**src/rtl/ttacsr_pkg.sv**
```systemverilog
// Shared types, codes and helper functions of the term-to-atom CSR builder.
package ttacsr_pkg;

  localparam int unsigned AtomW    = 10;
  localparam int unsigned QueryW   = 13;
  localparam int unsigned ValueW   = 14;
  localparam int unsigned CfgW     = 11;
  localparam int unsigned MaxArity = 5;
  localparam int unsigned TermW    = MaxArity * AtomW + 2;

  localparam logic [2:0] ReqLoad    = 3'd0;
  localparam logic [2:0] ReqBuild   = 3'd1;
  localparam logic [2:0] ReqRdBound = 3'd2;
  localparam logic [2:0] ReqRdList  = 3'd3;
  localparam logic [2:0] ReqClear   = 3'd4;

  localparam logic [1:0] StOk    = 2'd0;
  localparam logic [1:0] StFull  = 2'd1;
  localparam logic [1:0] StRange = 2'd2;
  localparam logic [1:0] StPhase = 2'd3;

  localparam logic [2:0] KindBond  = 3'd0;
  localparam logic [2:0] KindAngle = 3'd1;
  localparam logic [2:0] KindDihed = 3'd2;
  localparam logic [2:0] KindUb    = 3'd3;
  localparam logic [2:0] KindImpr  = 3'd4;
  localparam logic [2:0] KindCmap  = 3'd5;
  localparam logic [2:0] KindVsite = 3'd6;

  typedef logic [MaxArity-1:0][AtomW-1:0] atom_vec_t;

  typedef enum logic [4:0] {
    S_SWEEP_RST, S_IDLE, S_DISPATCH, S_CLEAR, S_LD_ST, S_LD_RD, S_LD_WR,
    S_K_START, S_PF_RD, S_PF_WR, S_T_CHK, S_T_RD, S_S_RD, S_S_CAP, S_A_WR,
    S_B_RD, S_B_WR, S_T_NEXT, S_RW_START, S_RW_RD, S_RW_WR, S_RW_Z, S_K_NEXT,
    S_RB_RD, S_RL_RD, S_RL_CHK, S_RL_ARD, S_RES
  } state_e;

  typedef enum logic [4:0] {
    OP_NONE, OP_CAP, OP_CLR, OP_LD_ST, OP_AT_RD, OP_AT_WR, OP_K_START, OP_PF_RD,
    OP_PF_WR, OP_T_RD, OP_S_CAP, OP_A_WR, OP_T_NEXT, OP_RW_START, OP_RW_RD,
    OP_RW_WR, OP_RW_Z, OP_K_NEXT, OP_RB_RD, OP_RL_RD, OP_RL_ARD, OP_RES
  } dp_op_e;

  typedef enum logic [1:0] {RES_ZERO, RES_BOUND, RES_AFF} res_sel_e;

  typedef struct packed {
    dp_op_e     op;
    logic       bld;
    logic [1:0] res_st;
    res_sel_e   res_sel;
  } cmd_t;

  typedef struct packed {
    logic [2:0] req_type;
    logic       built;
    logic [1:0] ld_code;
    logic [1:0] rb_code;
    logic [1:0] rl_pre;
    logic [1:0] rl_code;
    logic       i_last;
    logic       pf_last;
    logic       t_done;
    logic       rw_last;
    logic       k_last;
    logic       sweep_last;
    logic       out_free;
  } stat_t;

  function automatic logic [2:0] touched_n(logic [2:0] kind, logic [1:0] fr);
    case (kind)
      KindBond, KindUb:    return 3'd2;
      KindAngle:           return 3'd3;
      KindDihed, KindImpr: return 3'd4;
      KindCmap:            return 3'd5;
      KindVsite:           return 3'd2 + 3'(fr[0]) + 3'(fr[1]);
      default:             return 3'd2;
    endcase
  endfunction

  function automatic logic [AtomW-1:0] touched_at(logic [2:0] kind, atom_vec_t vec,
                                                  logic [1:0] fr, logic [2:0] i);
    if (kind == KindVsite && i == 3'd2 && !fr[0]) begin
      return vec[3];
    end
    return vec[i];
  endfunction

endpackage

```
**src/rtl/ttacsr_ctrl.sv**
```systemverilog
// Controller state machine: sequences loads, builds, reads and clearing sweeps.
module ttacsr_ctrl (
  input  logic              clk_i,
  input  logic              rst_ni,
  input  logic              in_valid_i,
  output logic              in_ready_o,
  input  ttacsr_pkg::stat_t st_i,
  output ttacsr_pkg::cmd_t  cmd_o
);
  import ttacsr_pkg::*;

  state_e     state_q, state_d;
  logic [1:0] res_st_q, res_st_d;
  res_sel_e   res_sel_q, res_sel_d;

  always_ff @(posedge clk_i or negedge rst_ni) begin
    if (!rst_ni) begin
      state_q   <= S_SWEEP_RST;
      res_st_q  <= StOk;
      res_sel_q <= RES_ZERO;
    end else begin
      state_q   <= state_d;
      res_st_q  <= res_st_d;
      res_sel_q <= res_sel_d;
    end
  end

  always_comb begin
    state_d   = state_q;
    res_st_d  = res_st_q;
    res_sel_d = res_sel_q;
    case (state_q)
      S_SWEEP_RST: if (st_i.sweep_last) state_d = S_IDLE;
      S_IDLE:      if (in_valid_i) state_d = S_DISPATCH;
      S_DISPATCH: begin
        res_st_d  = StOk;
        res_sel_d = RES_ZERO;
        case (st_i.req_type)
          ReqLoad: begin
            if (st_i.ld_code == StOk) state_d = S_LD_ST;
            else begin
              res_st_d = st_i.ld_code;
              state_d  = S_RES;
            end
          end
          ReqBuild: begin
            if (st_i.built) begin
              res_st_d = StPhase;
              state_d  = S_RES;
            end else state_d = S_K_START;
          end
          ReqRdBound: begin
            if (st_i.rb_code == StOk) begin
              res_sel_d = RES_BOUND;
              state_d   = S_RB_RD;
            end else begin
              res_st_d = st_i.rb_code;
              state_d  = S_RES;
            end
          end
          ReqRdList: begin
            if (st_i.rl_pre == StOk) state_d = S_RL_RD;
            else begin
              res_st_d = st_i.rl_pre;
              state_d  = S_RES;
            end
          end
          ReqClear: state_d = S_CLEAR;
          default: begin
            res_st_d = StPhase;
            state_d  = S_RES;
          end
        endcase
      end
      S_CLEAR:    if (st_i.sweep_last) state_d = S_RES;
      S_LD_ST:    state_d = S_LD_RD;
      S_LD_RD:    state_d = S_LD_WR;
      S_LD_WR:    state_d = st_i.i_last ? S_RES : S_LD_RD;
      S_K_START:  state_d = S_PF_RD;
      S_PF_RD:    state_d = S_PF_WR;
      S_PF_WR:    state_d = st_i.pf_last ? S_T_CHK : S_PF_RD;
      S_T_CHK:    state_d = st_i.t_done ? S_RW_START : S_T_RD;
      S_T_RD:     state_d = S_S_RD;
      S_S_RD:     state_d = S_S_CAP;
      S_S_CAP:    state_d = st_i.i_last ? S_A_WR : S_S_RD;
      S_A_WR:     if (st_i.i_last) state_d = S_B_RD;
      S_B_RD:     state_d = S_B_WR;
      S_B_WR:     state_d = st_i.i_last ? S_T_NEXT : S_B_RD;
      S_T_NEXT:   state_d = S_T_CHK;
      S_RW_START: state_d = S_RW_RD;
      S_RW_RD:    state_d = S_RW_WR;
      S_RW_WR:    state_d = st_i.rw_last ? S_RW_Z : S_RW_RD;
      S_RW_Z:     state_d = S_K_NEXT;
      S_K_NEXT:   state_d = st_i.k_last ? S_RES : S_K_START;
      S_RB_RD:    state_d = S_RES;
      S_RL_RD:    state_d = S_RL_CHK;
      S_RL_CHK: begin
        if (st_i.rl_code == StOk) begin
          res_sel_d = RES_AFF;
          state_d   = S_RL_ARD;
        end else begin
          res_st_d = st_i.rl_code;
          state_d  = S_RES;
        end
      end
      S_RL_ARD:   state_d = S_RES;
      S_RES:      if (st_i.out_free) state_d = S_IDLE;
      default:    state_d = S_IDLE;
    endcase
  end

  always_comb begin
    in_ready_o    = 1'b0;
    cmd_o.op      = OP_NONE;
    cmd_o.bld     = 1'b0;
    cmd_o.res_st  = res_st_q;
    cmd_o.res_sel = res_sel_q;
    case (state_q)
      S_SWEEP_RST, S_CLEAR: cmd_o.op = OP_CLR;
      S_IDLE: begin
        in_ready_o = 1'b1;
        if (in_valid_i) cmd_o.op = OP_CAP;
      end
      S_LD_ST:    cmd_o.op = OP_LD_ST;
      S_LD_RD:    cmd_o.op = OP_AT_RD;
      S_LD_WR:    cmd_o.op = OP_AT_WR;
      S_K_START:  begin cmd_o.op = OP_K_START;  cmd_o.bld = 1'b1; end
      S_PF_RD:    begin cmd_o.op = OP_PF_RD;    cmd_o.bld = 1'b1; end
      S_PF_WR:    begin cmd_o.op = OP_PF_WR;    cmd_o.bld = 1'b1; end
      S_T_CHK:    cmd_o.bld = 1'b1;
      S_T_RD:     begin cmd_o.op = OP_T_RD;     cmd_o.bld = 1'b1; end
      S_S_RD:     begin cmd_o.op = OP_AT_RD;    cmd_o.bld = 1'b1; end
      S_S_CAP:    begin cmd_o.op = OP_S_CAP;    cmd_o.bld = 1'b1; end
      S_A_WR:     begin cmd_o.op = OP_A_WR;     cmd_o.bld = 1'b1; end
      S_B_RD:     begin cmd_o.op = OP_AT_RD;    cmd_o.bld = 1'b1; end
      S_B_WR:     begin cmd_o.op = OP_AT_WR;    cmd_o.bld = 1'b1; end
      S_T_NEXT:   begin cmd_o.op = OP_T_NEXT;   cmd_o.bld = 1'b1; end
      S_RW_START: begin cmd_o.op = OP_RW_START; cmd_o.bld = 1'b1; end
      S_RW_RD:    begin cmd_o.op = OP_RW_RD;    cmd_o.bld = 1'b1; end
      S_RW_WR:    begin cmd_o.op = OP_RW_WR;    cmd_o.bld = 1'b1; end
      S_RW_Z:     begin cmd_o.op = OP_RW_Z;     cmd_o.bld = 1'b1; end
      S_K_NEXT:   begin cmd_o.op = OP_K_NEXT;   cmd_o.bld = 1'b1; end
      S_RB_RD:    cmd_o.op = OP_RB_RD;
      S_RL_RD:    cmd_o.op = OP_RL_RD;
      S_RL_ARD:   cmd_o.op = OP_RL_ARD;
      S_RES:      if (st_i.out_free) cmd_o.op = OP_RES;
      default:    cmd_o.op = OP_NONE;
    endcase
  end

endmodule

```
**config.mk**
```make
export PLATFORM = sky130hd
export DESIGN_NAME = ttacsr_ctrl
export DESIGN_NICKNAME = d
export VERILOG_FILES = /design/src/rtl/ttacsr_pkg.sv /design/src/rtl/ttacsr_ctrl.sv
export SDC_FILE = /design/constraint.sdc
export NUM_CORES = 1
export LEC_CHECK = 0
export BUFFER_PORTS_ARGS = -buffer_cell sky130_fd_sc_hd__buf_2
export CORE_ASPECT_RATIO = 0.6
export CORE_UTILIZATION = 40
export DETAILED_ROUTE_END_ITERATION = 10
export PLACE_DENSITY_LB_ADDON = 0.3
export SETUP_SLACK_MARGIN = 0.3
export SLEW_MARGIN = 10
export SYNTH_ARGS = -nofsm -noshare
export SYNTH_HDL_FRONTEND = slang
export SYNTH_SLANG_ARGS = --single-unit
```
**constraint.sdc**
```tcl
create_clock -name clk_i -period 3.74 [get_ports clk_i]
set_clock_uncertainty 0.2 [all_clocks]
set_input_delay 0.374 -clock clk_i [delete_from_list [all_inputs] [get_ports clk_i]]
set_output_delay 0.374 -clock clk_i [all_outputs]
set_load 0.01 [all_outputs]
```
==> summary.md, run 1 <==
| Metric | Value |
|---|---|
| Status | complete, no violations |
| Synth Area in Adders | 0% |
| Synth top area share | between 10% and 20% |
| Width of the die | between 70 and 80 µm |
| Crit path capture type | primary output |
| Number of max-cap violations | 0 |
| Initial antenna violation count | 0 |
| Post-Syn Nets | around 210 |
| Final Cell Area | 1490 µm² |
| Final setup violation count | 0 |
| Routed Antenna Nets | 0 |
| Row Count | 15 |
| Initial Util | ~44% |
| Area fraction in compound gates after synthesis | 35.6% |
| Slowest cell delay on critical path | roughly 830 ps |
| Routed met3 length | 444 µm |
| Worst Path Arrival | around 2100 ps |
| 1st-pass router iterations | 6 |
| Wire length on met2 | ~1.4 mm |
| First-pass GRT wire length | 6.27 mm |
| Maximum VDD drop | roughly 0.00053 V |
| Top post-synthesis cells by area | dfrtp_1 (17%), nor2_1 (6.0%), a21oi_1 (5.7%) |
| Mapped cell area | 1320 µm² |
| Multiplexer share of the synthesized area | just under 4% |
| Clk root buf | clkbuf_8 |
| Num Clock Sinks | 9 |
| Ys flop type | dfrtp_1 |
| Routed wire length | 3.77 mm |
| Worst Hold Class | primary input to register |
| Pwr per Cell Area | roughly 840 nW/µm² |
| Die height | 46.6 µm |
| I/O pin count | 33 |
| Synth-to-Final Area Change | 12.8% |
| Vias per std cell | about 6.1 |
| Worst setup SP type | register |
| Tcrit/Tclk final | between 70 and 80% |
| CP Cell Sequence | inv_1, nor2_1, a22oi_1, o211ai_1, buf_2 |
| Sequential element share of the synthesized area | 17.0% |
| Setup TNS | 0 ps |
| Yosys cell types | 57 |
| N_diodes | 0 |
| Layout cells sized above 1 | 20.7% |
| Largest family of logic cells by synthesized area | compound AO/OA/AOI/OAI gates |
| Post-Route M1 WL | 1.88 mm |
| Simple logic cell fraction of the synthesized area | 32.5% |
| XOR/XNOR share of the synthesized area | 1.32% |
| CTS-repair resized insts | 0 |
| Final hold vios | 0 |
| DP Area | approximately 1400 µm² |
| Total placed cells including tap cells | 245 |
| Final nets | approximately 230 |
| Max Fclk | ~370 MHz |
| Tmin final | between 2000 and 3000 ps |
| Fin util | between 40% and 50% |
| Area of the die | 3550 µm² |
| Core Region | 3000 µm² |
| CP Buf/Inv Count | 2 |
| Synthesized area per cell | roughly 7 µm² |
| Fillers | 312 |
| DR vias | ~1500 |
| Yosys warning total | 0 |
| EDFF count, synth | 0 |
| Post-synth top area cell | dfrtp_1 |
| DRT iter0 DRCs | 385 |
| Worst-margin pin slew | between 900 and 1000 ps |
| DRC violations left | 0 |
| Max_slew headroom | 36.6% |
| Largest delay share family, worst path | flip-flops |
| Fin cells | 250 |
| Largest net degree at the start of global routing | 35 |
| IO buf count | 32 |
| Clk buf depth | 2 |
| Async S/R FF share, synth | 100% |
| Seq cells post-synth | 9 |
| Critical path class | register to primary output |
| Worst-Skew Late Latency | 240 ps |
| H-Tree Depth | 1 |
| FF+latch area | about 230 µm² |
| Global-route usage over all layers | a little under a quarter |
| Synth Instances | approximately 190 |
| Multi-input gate area | approximately 970 µm² |
| Avg WL per Cell | between 15 and 20 µm |
| CTS tree | built |
| Critical path peak fanout | 27 |
| Total gr overflow | 0 |
| Worst-path clk slew | 50 ps |
| WP data required | 3170 ps |
| Dpl hpwl | roughly 2.8 mm |
| Vias in the first global route | between 1000 and 1500 |
| Lkg Pwr | about 0.63 nW |
| RSZ-0062 raised after global routing | false |
| Total CTS buffers | 3 |
| Slew Limit Fails | 0 |
| Total power | between 1 and 1.5 mW |
| Placer Congestion | between 0.8 and 0.9 |
| Max layer used | met4 |
| Critical-path top delay cell | dfrtp_1 |
worst paths after layout:
| path | from | endpoint | slack (ps) | cells after the start |
|---|---|---|---|---|
| setup / recovery | state_q[3] | cmd_o[7] | 1020 | 5 |
| hold reg to reg | res_sel_q[1] | res_sel_q[1] | 290 | 2 |
| max in group asynchronous | rst_ni | res_sel_q[0] | 2840 | 2 |
| hold / removal | st_i[8] | res_st_q[1] | 200 | 3 |
| setup reg to reg | state_q[2] | state_q[4] | 1070 | 5 |
| min in group asynchronous | rst_ni | state_q[2] | 320 | 2 |
area by class of cell:
cell class / count / area share [%]
Clock buffer: 3 / 2.77
Clock inverter: 1 / 0.335
Inverter: 7 / 1.76
Multi-Input combinational cell: 155 / 65.1
Sequential cell: 9 / 15.1
Tap cell: 42 / 3.52
Timing Repair Buffer: 33 / 11.4
routing by layer:
metal / up-vias / GRT usage (%)
met5: - / 0
met4: 0 / 4.62
met3: 6 / 8.12
met2: 95 / 29.9
met1: 671 / 35.5
li1: 747 / -
flip-flops by register name (all words and copies together), names as in the netlist:
name	count
state_q	5
res_sel_q	2
res_st_q	2
synth_stat cells (2+ instances only):
master and count:
o22ai_1 6, a21o_1 2, inv_1 6, mux2_2 2, nand2b_1 6, o2111ai_1 3, xnor2_1 2, nor4b_1 2
dfrtp_1 9, a32oi_1 2, a31oi_1 2, nor4_1 3, a21oi_1 15, buf_6 3, and2_1 3, mux2i_1 3
o21a_1 3, nor2_1 21, clkbuf_1 6, and4b_1 2, buf_2 8, o211ai_1 5, nor2b_1 7, o21ai_0 12
a211oi_1 2, nand3_1 7, nor3_1 2, a32o_1 2, nand2_1 14, a21boi_0 2
metrics by stage:
step                worst slack (ps)  hold slack (ps)
CTS                             1070              196
global route                     815              226
finish                          1020              205
global placement                1160             35.0
detailed placement              1180             35.6
floorplan                       1590             -122
worst reg2reg max path: cells and delay by family, from the launching register on:
family / cells / cell delay [ps]
flops: 1 / 940
compound gates: 4 / 1130
simple gates: 1 / 320
cell usage in the layout (no fill, tap or decap), drive strengths merged, types with 2 or more instances in the layout:
master and instances:
and2 4, nand2 14, a32oi 2, nor4 3
and4b 2, nor2 21, buf 32, inv 6
a21o 2, mux2i 3, o211ai 5, nand2b 6
a21boi 2, o21a 3, xnor2 2, a21oi 15
dfrtp 9, a32o 2, nor2b 7, mux2 2
nand3 7, clkinv 2, a211oi 2, o22ai 6
a31oi 2, nor4b 2, clkbuf 3, nor3 3
o2111ai 3, o21ai 12
power breakdown:
part | switching (mW) | total, mW | internal [mW]
logic | 0.429 | 0.800 | 0.371
clock network | 0.0438 | 0.117 | 0.0730
registers | 0.193 | 0.334 | 0.141
total | 0.666 | 1.25 | 0.585
logic make-up after synthesis:
logic type             count (synthesis)
buffers and inverters                 25
AND/OR/NAND/NOR                       79
AO/OA/AOI/OAI                         69
XOR/XNOR                               2
flip-flops                             9
multiplexers                           5
timing repair:
action	CTS	global route
endpoints found under the hold margin	9	0
hold buffers	1	0
buffers inserted	0	0
No activity file was read; power rests on OpenSTA's default activity.
==> inputs of run 2 (changes only) <==
- ABC_AREA: default -> 1
- clock period: 3.74 -> 2.45 ns (I/O delays scaled with it)
==> summary.md, run 2 <==
| Metric | Value |
|---|---|
| Sequential share of power | 14.6% (was 26.7%) |
| Critical path class | register to primary output (unchanged) |
| Fin util | 63.9% (was 49.7%) |
| Synth Instances | 237 (was 189) |
| Placer Congestion | 0.995 (was 0.898) |
| Most common cell after layout, fill and taps aside | nand2_1 (was buf_2) |
| Worst-path clk slew | 40 ps (was 50 ps) |
| Sequential element share of the synthesized area | 17.2% (was 17.0%) |
| Max_slew headroom | 72.3% (was 36.6%) |
| Worst-Skew Late Latency | 230 ps (was 240 ps) |
| Initial antenna violation count | 0 (unchanged) |
| Seq cells post-synth | 9 (unchanged) |
| Post-Syn Nets | 259 (was 211) |
| N_diodes | 0 (unchanged) |
| Final hold vios | 0 (unchanged) |
| Mapped cell area | 1310 µm² (was 1320 µm²) |
| Setup TNS | 0 ps (unchanged) |
| DR vias | 2033 (was 1519) |
| Tcrit/Tclk final | 88.6% |
| Worst Path Arrival | 1730 ps (was 2140 ps) |
| Synth-to-Final Area Change | 45.8% (was 12.8%) |
| Die height | 46.3 µm (was 46.6 µm) |
| Fin cells | 331 (was 250) |
| H-Tree Depth | 1 (unchanged) |
| DRT iter0 DRCs | 293 (was 385) |
| Fillers | 276 (was 312) |
| Final nets | 312 (was 231) |
| Final setup violation count | 0 (unchanged) |
| Yosys cell types | 28 (was 57) |
| Vias in the first global route | 1579 (was 1232) |
| Worst hold slack | 85.1 ps (was 205 ps) |
| Ys flop type | dfrtp_1 (unchanged) |
| Worst setup SP type | register (unchanged) |
| Core Region | 2980 µm² (was 3000 µm²) |
| EDFF count, synth | 0 (unchanged) |
| Switching Power | 1.33 mW (was 666 µW) |
| Yosys warning total | 0 (unchanged) |
| Worst Hold Class | primary input to register (unchanged) |
| Synthesized area per cell | 5.52 µm² (was 7.00 µm²) |
| Max reg flops | 5 (unchanged) |
| Area of the die | 3510 µm² (was 3550 µm²) |
| Number of max-cap violations | 0 (unchanged) |
| Placement Setup Slack | 372 ps (was 1180 ps) |
| Clock power frac | 7.2% (was 9.3%) |
| Most frequent cells after synthesis | nand2_1 (67), nand3_1 (39), nor2_1 (32), inv_1 (17), nand4_1 (15) (was nor2_1 (21), a21oi_1 (15), nand2_1 (14), o21ai_0 (12), dfrtp_1 (9)) |
| Worst-margin pin slew | 412 ps (was 951 ps) |
| IO buf count | 32 (unchanged) |
| 1st-pass router iterations | 7 (was 6) |
| Global-route usage over all layers | 29.1% (was 23.2%) |
| Async S/R FF share, synth | 100% (unchanged) |
| DP Area | 1520 µm² (was 1440 µm²) |
| Maximum VDD drop | 0.00103 V (was 0.000534 V) |
| I/O pin count | 33 (unchanged) |
| Biggest register | state_q (unchanged) |
| Pwr per Cell Area | 1250 nW/µm² (was 838 nW/µm²) |
| Avg WL per Cell | 16.4 µm (was 15.1 µm) |
| Routed wire length | 5.42 mm (was 3.77 mm) |
| Net Sw Frac | 55.6% (was 53.3%) |
| Lkg Pwr | 1.04 nW (was 0.629 nW) |
| Routed Antenna Nets | 0 (unchanged) |
| Crit path capture type | primary output (unchanged) |
| Final WS setup | 279 ps (was 1020 ps) |
| Int Power | 1.06 mW (was 585 µW) |
| Comb pwr share | 78.2% (was 63.9%) |
| Final Cell Area | 1910 µm² (was 1490 µm²) |
| Critical path peak fanout | 7 (was 27) |
| Status | complete, no violations (unchanged) |
| Total gr overflow | 0 (unchanged) |
| Initial Util | 43.8% (was 44.1%) |
| RSZ-0062 raised after global routing | true (was false) |
| Cell with the most instances after synthesis | nand2_1 (was nor2_1) |
| Most frequent cells in the layout | nand2_1 (63), buf_2 (32), nor2_1 (30), nand3_1 (28), inv_1 (17) (was buf_2 (32), nor2_1 (21), a21oi_1 (15), nand2_1 (14), o21ai_0 (12)) |
| Dpl hpwl | 3.63 mm (was 2.77 mm) |
| Width of the die | 75.8 µm (was 76.3 µm) |
| Layout cells sized above 1 | 34.3% (was 20.7%) |
| Post-synth top area cell | nand2_1 (was dfrtp_1) |
| Num Clock Sinks | 9 (unchanged) |
| Tmin final | 2170 ps |
| Total placed cells including tap cells | 309 (was 245) |
| Largest net degree at the start of global routing | 18 (was 35) |
| Row Count | 15 (unchanged) |
| First-pass GRT wire length | 7.40 mm (was 6.27 mm) |
| Total CTS buffers | 3 (unchanged) |
| Clk buf depth | 2 (unchanged) |
| Synth top area share | 19.2% (was 17.0%) |
| Top flop regs | state_q: 5 flops, res_sel_q: 2 flops, res_st_q: 2 flops (unchanged) |
| Top post-synthesis cells by area | nand2_1 (19%), dfrtp_1 (17%), nand3_1 (15%) (was dfrtp_1 (17%), nor2_1 (6.0%), a21oi_1 (5.7%)) |
| WP data required | 2010 ps (was 3170 ps) |
| DRC violations left | 0 (unchanged) |
| Max Fclk | 461 MHz |
| Total power | 2.39 mW (was 1.25 mW) |
| Slew Limit Fails | 0 (unchanged) |
| Clk root buf | clkbuf_8 (unchanged) |
| CTS tree | built (unchanged) |
| Vias per std cell | 6.14 (was 6.08) |
==> run 2: critical path, cell delays in order (launching register included) <==
cell and delay, ps:
dfrtp_2 470, inv_4 90, nor2_4 300, nand3_1 200
and3_1 230, nand4_1 60, buf_2 130
==> run 2: worst paths after layout <==
| kind | start | to | slack (ps) | cells after the start |
|---|---|---|---|---|
| min | st_i[3] | state_q[2] | 90 | 3 |
| max in group asynchronous | rst_ni | state_q[3] | 1670 | 2 |
| max | state_q[2] | cmd_o[6] | 280 | 6 |
| min in group asynchronous | rst_ni | res_st_q[0] | 190 | 2 |
| min reg2reg | res_sel_q[1] | res_sel_q[1] | 270 | 2 |
| max reg2reg | state_q[2] | state_q[1] | 370 | 12 |
==> run 2: layer usage <==
| metal | track usage [%] | part of all wire [%] |
|---|---|---|
| met4 | 7.41 | 3.2 |
| met5 | 0 | 0 |
| met2 | 37.5 | 41 |
| met3 | 12.5 | 16 |
| met1 | 42.8 | 40 |
==> run 2: power by group through the flow <==
stage	Combinational (mW)	Clock, mW	Sequential (mW)
after CTS	1.38	0.176	0.336
after global placement	1.34	0	0.322
after floorplan	0.974	0	0.273
after detailed placement	1.33	0	0.324
final	1.87	0.172	0.348
after global routing	2.01	0.187	0.354
==> run 2: cells by family after synthesis <==
family / Yosys count / synth area share (%)
simple gates: 172 / 61.1
buf+inv: 32 / 9.76
compound gates: 24 / 12.0
flops: 9 / 17.2
==> run 2: timing repair <==
action / 4_1_cts / 5_1_grt
setup buffers: 2 / 15
endpoints found under the hold margin: 9 / 0
setup endpoints to repair: 6 / 6
pin swaps: 0 / 10
hold buffers: 1 / 0
resized for setup: 8 / 39
==> run 2: final cells by class <==
| type | instances | area [µm²] | area share (%) |
|---|---|---|---|
| multi-input combinational | 196 | 1110 | 58.3 |
| timing repair buffer | 53 | 354 | 18.6 |
| sequential | 9 | 230 | 12.1 |
| inverter | 27 | 114 | 5.97 |
| tap | 42 | 52.6 | 2.76 |
| clock buffer | 4 | 45.0 | 2.36 |
==> inputs of run 3 (changes only) <==
- HOLD_SLACK_MARGIN: default -> 0.1
- TNS_END_PERCENT: default -> 10
==> summary.md, run 3 (same netlist as run 2, synthesis figures left out) <==
| Metric | Value |
|---|---|
| Global Route met2 Usage | 37.9% (was 37.5%) |
| I/O pin count | 33 (unchanged) |
| Worst Hold Class | primary input to register (unchanged) |
| Worst Path Arrival | 1710 ps (was 1730 ps) |
| Clk root buf | clkbuf_8 (unchanged) |
| Maximum VDD drop | 0.00103 V (about the same) |
| Vias in the first global route | 1587 (was 1579) |
| Max reg flops | 5 (unchanged) |
| Layout cells sized above 1 | 31.8% (was 34.3%) |
| Initial Util | 43.8% (unchanged) |
| DRT iter0 DRCs | 243 (was 293) |
| M3 GR Usage | 12.5% (unchanged) |
| Pwr per Cell Area | 1220 nW/µm² (was 1250 nW/µm²) |
| CTS tree | built (unchanged) |
| Row Count | 15 (unchanged) |
| Total CTS buffers | 3 (unchanged) |
| Lkg Pwr | 1.03 nW (was 1.04 nW) |
| Worst-margin pin slew | 410 ps (was 412 ps) |
| Core Region | 2980 µm² (unchanged) |
| 1st-pass router iterations | 5 (was 7) |
| DR vias | 1934 (was 2033) |
| Routed Antenna Nets | 0 (unchanged) |
| Final nets | 312 (unchanged) |
| Number of max-cap violations | 0 (unchanged) |
| Max Fclk | 465 MHz (was 461 MHz) |
| RSZ-0062 raised after global routing | true (unchanged) |
| Slew Limit Fails | 0 (unchanged) |
| Max_slew headroom | 72.5% (was 72.3%) |
| Critical path class | register to primary output (unchanged) |
| N_diodes | 0 (unchanged) |
| Worst-path clk slew | 40 ps (about the same) |
| Routed wire length | 5.16 mm (was 5.42 mm) |
| Placer Congestion | 0.995 (unchanged) |
| Num Clock Sinks | 9 (unchanged) |
| Area of the die | 3510 µm² (unchanged) |
| Initial antenna violation count | 0 (unchanged) |
| DP Area | 1520 µm² (unchanged) |
| Vias per std cell | 5.84 (was 6.14) |
| Final Cell Area | 1890 µm² (was 1910 µm²) |
| Top flop regs | state_q: 5 flops, res_sel_q: 2 flops, res_st_q: 2 flops (unchanged) |
| DRC violations left | 0 (unchanged) |
| Worst-Skew Late Latency | 230 ps (about the same) |
| IO buf count | 32 (unchanged) |
| H-Tree Depth | 1 (unchanged) |
| Tcrit/Tclk final | 87.8% (was 88.6%) |
| Setup TNS | 0 ps (unchanged) |
| Crit path capture type | primary output (unchanged) |
| Final setup violation count | 0 (unchanged) |
| Synth-to-Final Area Change | 44.4% (was 45.8%) |
| Avg WL per Cell | 15.6 µm (was 16.4 µm) |
| Most common cell after layout, fill and taps aside | nand2_1 (unchanged) |
| Fin cells | 331 (unchanged) |
| Tmin final | 2150 ps (was 2170 ps) |
| WP data required | 2010 ps (about the same) |
| Final hold vios | 0 (unchanged) |
| Worst setup SP type | register (unchanged) |
| Die height | 46.3 µm (unchanged) |
| Total placed cells including tap cells | 309 (unchanged) |
| Total gr overflow | 0 (unchanged) |
| Largest net degree at the start of global routing | 18 (unchanged) |
| Met1 Resource Use GR | 43.3% (was 42.8%) |
| Critical path peak fanout | 6 (was 7) |
| Most frequent cells in the layout | nand2_1 (64), buf_2 (32), nor2_1 (31), nand3_1 (28), inv_1 (17) (was nand2_1 (63), buf_2 (32), nor2_1 (30), nand3_1 (28), inv_1 (17)) |
| Grt peak-use layer | met1 (unchanged) |
| First-pass GRT wire length | 7.47 mm (was 7.40 mm) |
| Width of the die | 75.8 µm (unchanged) |
| Global-route usage over all layers | 29.3% (was 29.1%) |
| Dpl hpwl | 3.63 mm (unchanged) |
| Status | complete, no violations (unchanged) |
| Clk buf depth | 2 (unchanged) |
| Biggest register | state_q (unchanged) |
## run 3: layer usage
metal  vias to the layer above  wire length, µm
met1                       862             2270
met3                        11              758
li1                        918                -
met5                         -                0
met4                         0               62
met2                       143             2080
## run 3: final timing paths
path / from / to / cells past startpoint / slack, ps
worst max-delay path: state_q[0] / cmd_o[5] / 9 / 300
worst min-delay path: st_i[0] / state_q[4] / 3 / 100
worst max register to register: state_q[2] / state_q[1] / 12 / 410
worst min register to register: res_sel_q[1] / res_sel_q[1] / 2 / 270
max in group asynchronous: rst_ni / state_q[3] / 2 / 1670
min in group asynchronous: rst_ni / state_q[0] / 2 / 190
## run 3: what timing repair did
| action | 4_1_cts | 5_1_grt |
|---|---|---|
| pin swaps | 0 | 8 |
| resized for setup | 8 | 32 |
| setup buffers | 2 | 12 |
| endpoints found under the hold margin | 12 | 0 |
| hold buffers | 4 | 0 |
| endpoints found under the setup margin | 6 | 6 |
## run 3: power by group
part	internal [mW]	switching (mW)	leakage (nW)	total [mW]
registers	0.225	0.125	0.110	0.349
logic	0.679	1.10	0.897	1.78
clock network	0.113	0.0598	0.0228	0.173
total	1.02	1.28	1.03	2.30
## run 3: final cells by class
class	count	area, µm²
repair buffers	53	358
fillers	275	1100
clock buffers	4	45.0
inverters	27	111
flip-flops and latches	9	230
well taps	42	52.6
multi-input cells	196	1090
## run 3: stage by stage
| stage | utilization, % | worst slack, ps | hold slack (ps) | power (mW) |
|---|---|---|---|---|
| after floorplan | - | 717 | -251 | 1.25 |
| after global placement | 50.8 | 338 | -92.8 | 1.66 |
| after detailed placement | 50.8 | 372 | -94.5 | 1.65 |
| after CTS | 54.8 | 300 | 107 | 1.90 |
| after global routing | 63.3 | 236 | 116 | 2.47 |
| final | 63.3 | 299 | 103 | 2.30 |
## run 3: worst max-delay path: stages (launching register included)
cell and delay, ps:
dfrtp_2 470, buf_4 170, nor2_4 210, nand3_1 160
inv_1 110, nor2_2 50, nand3_2 60, nor2_1 50
nand4_1 60, buf_2 140
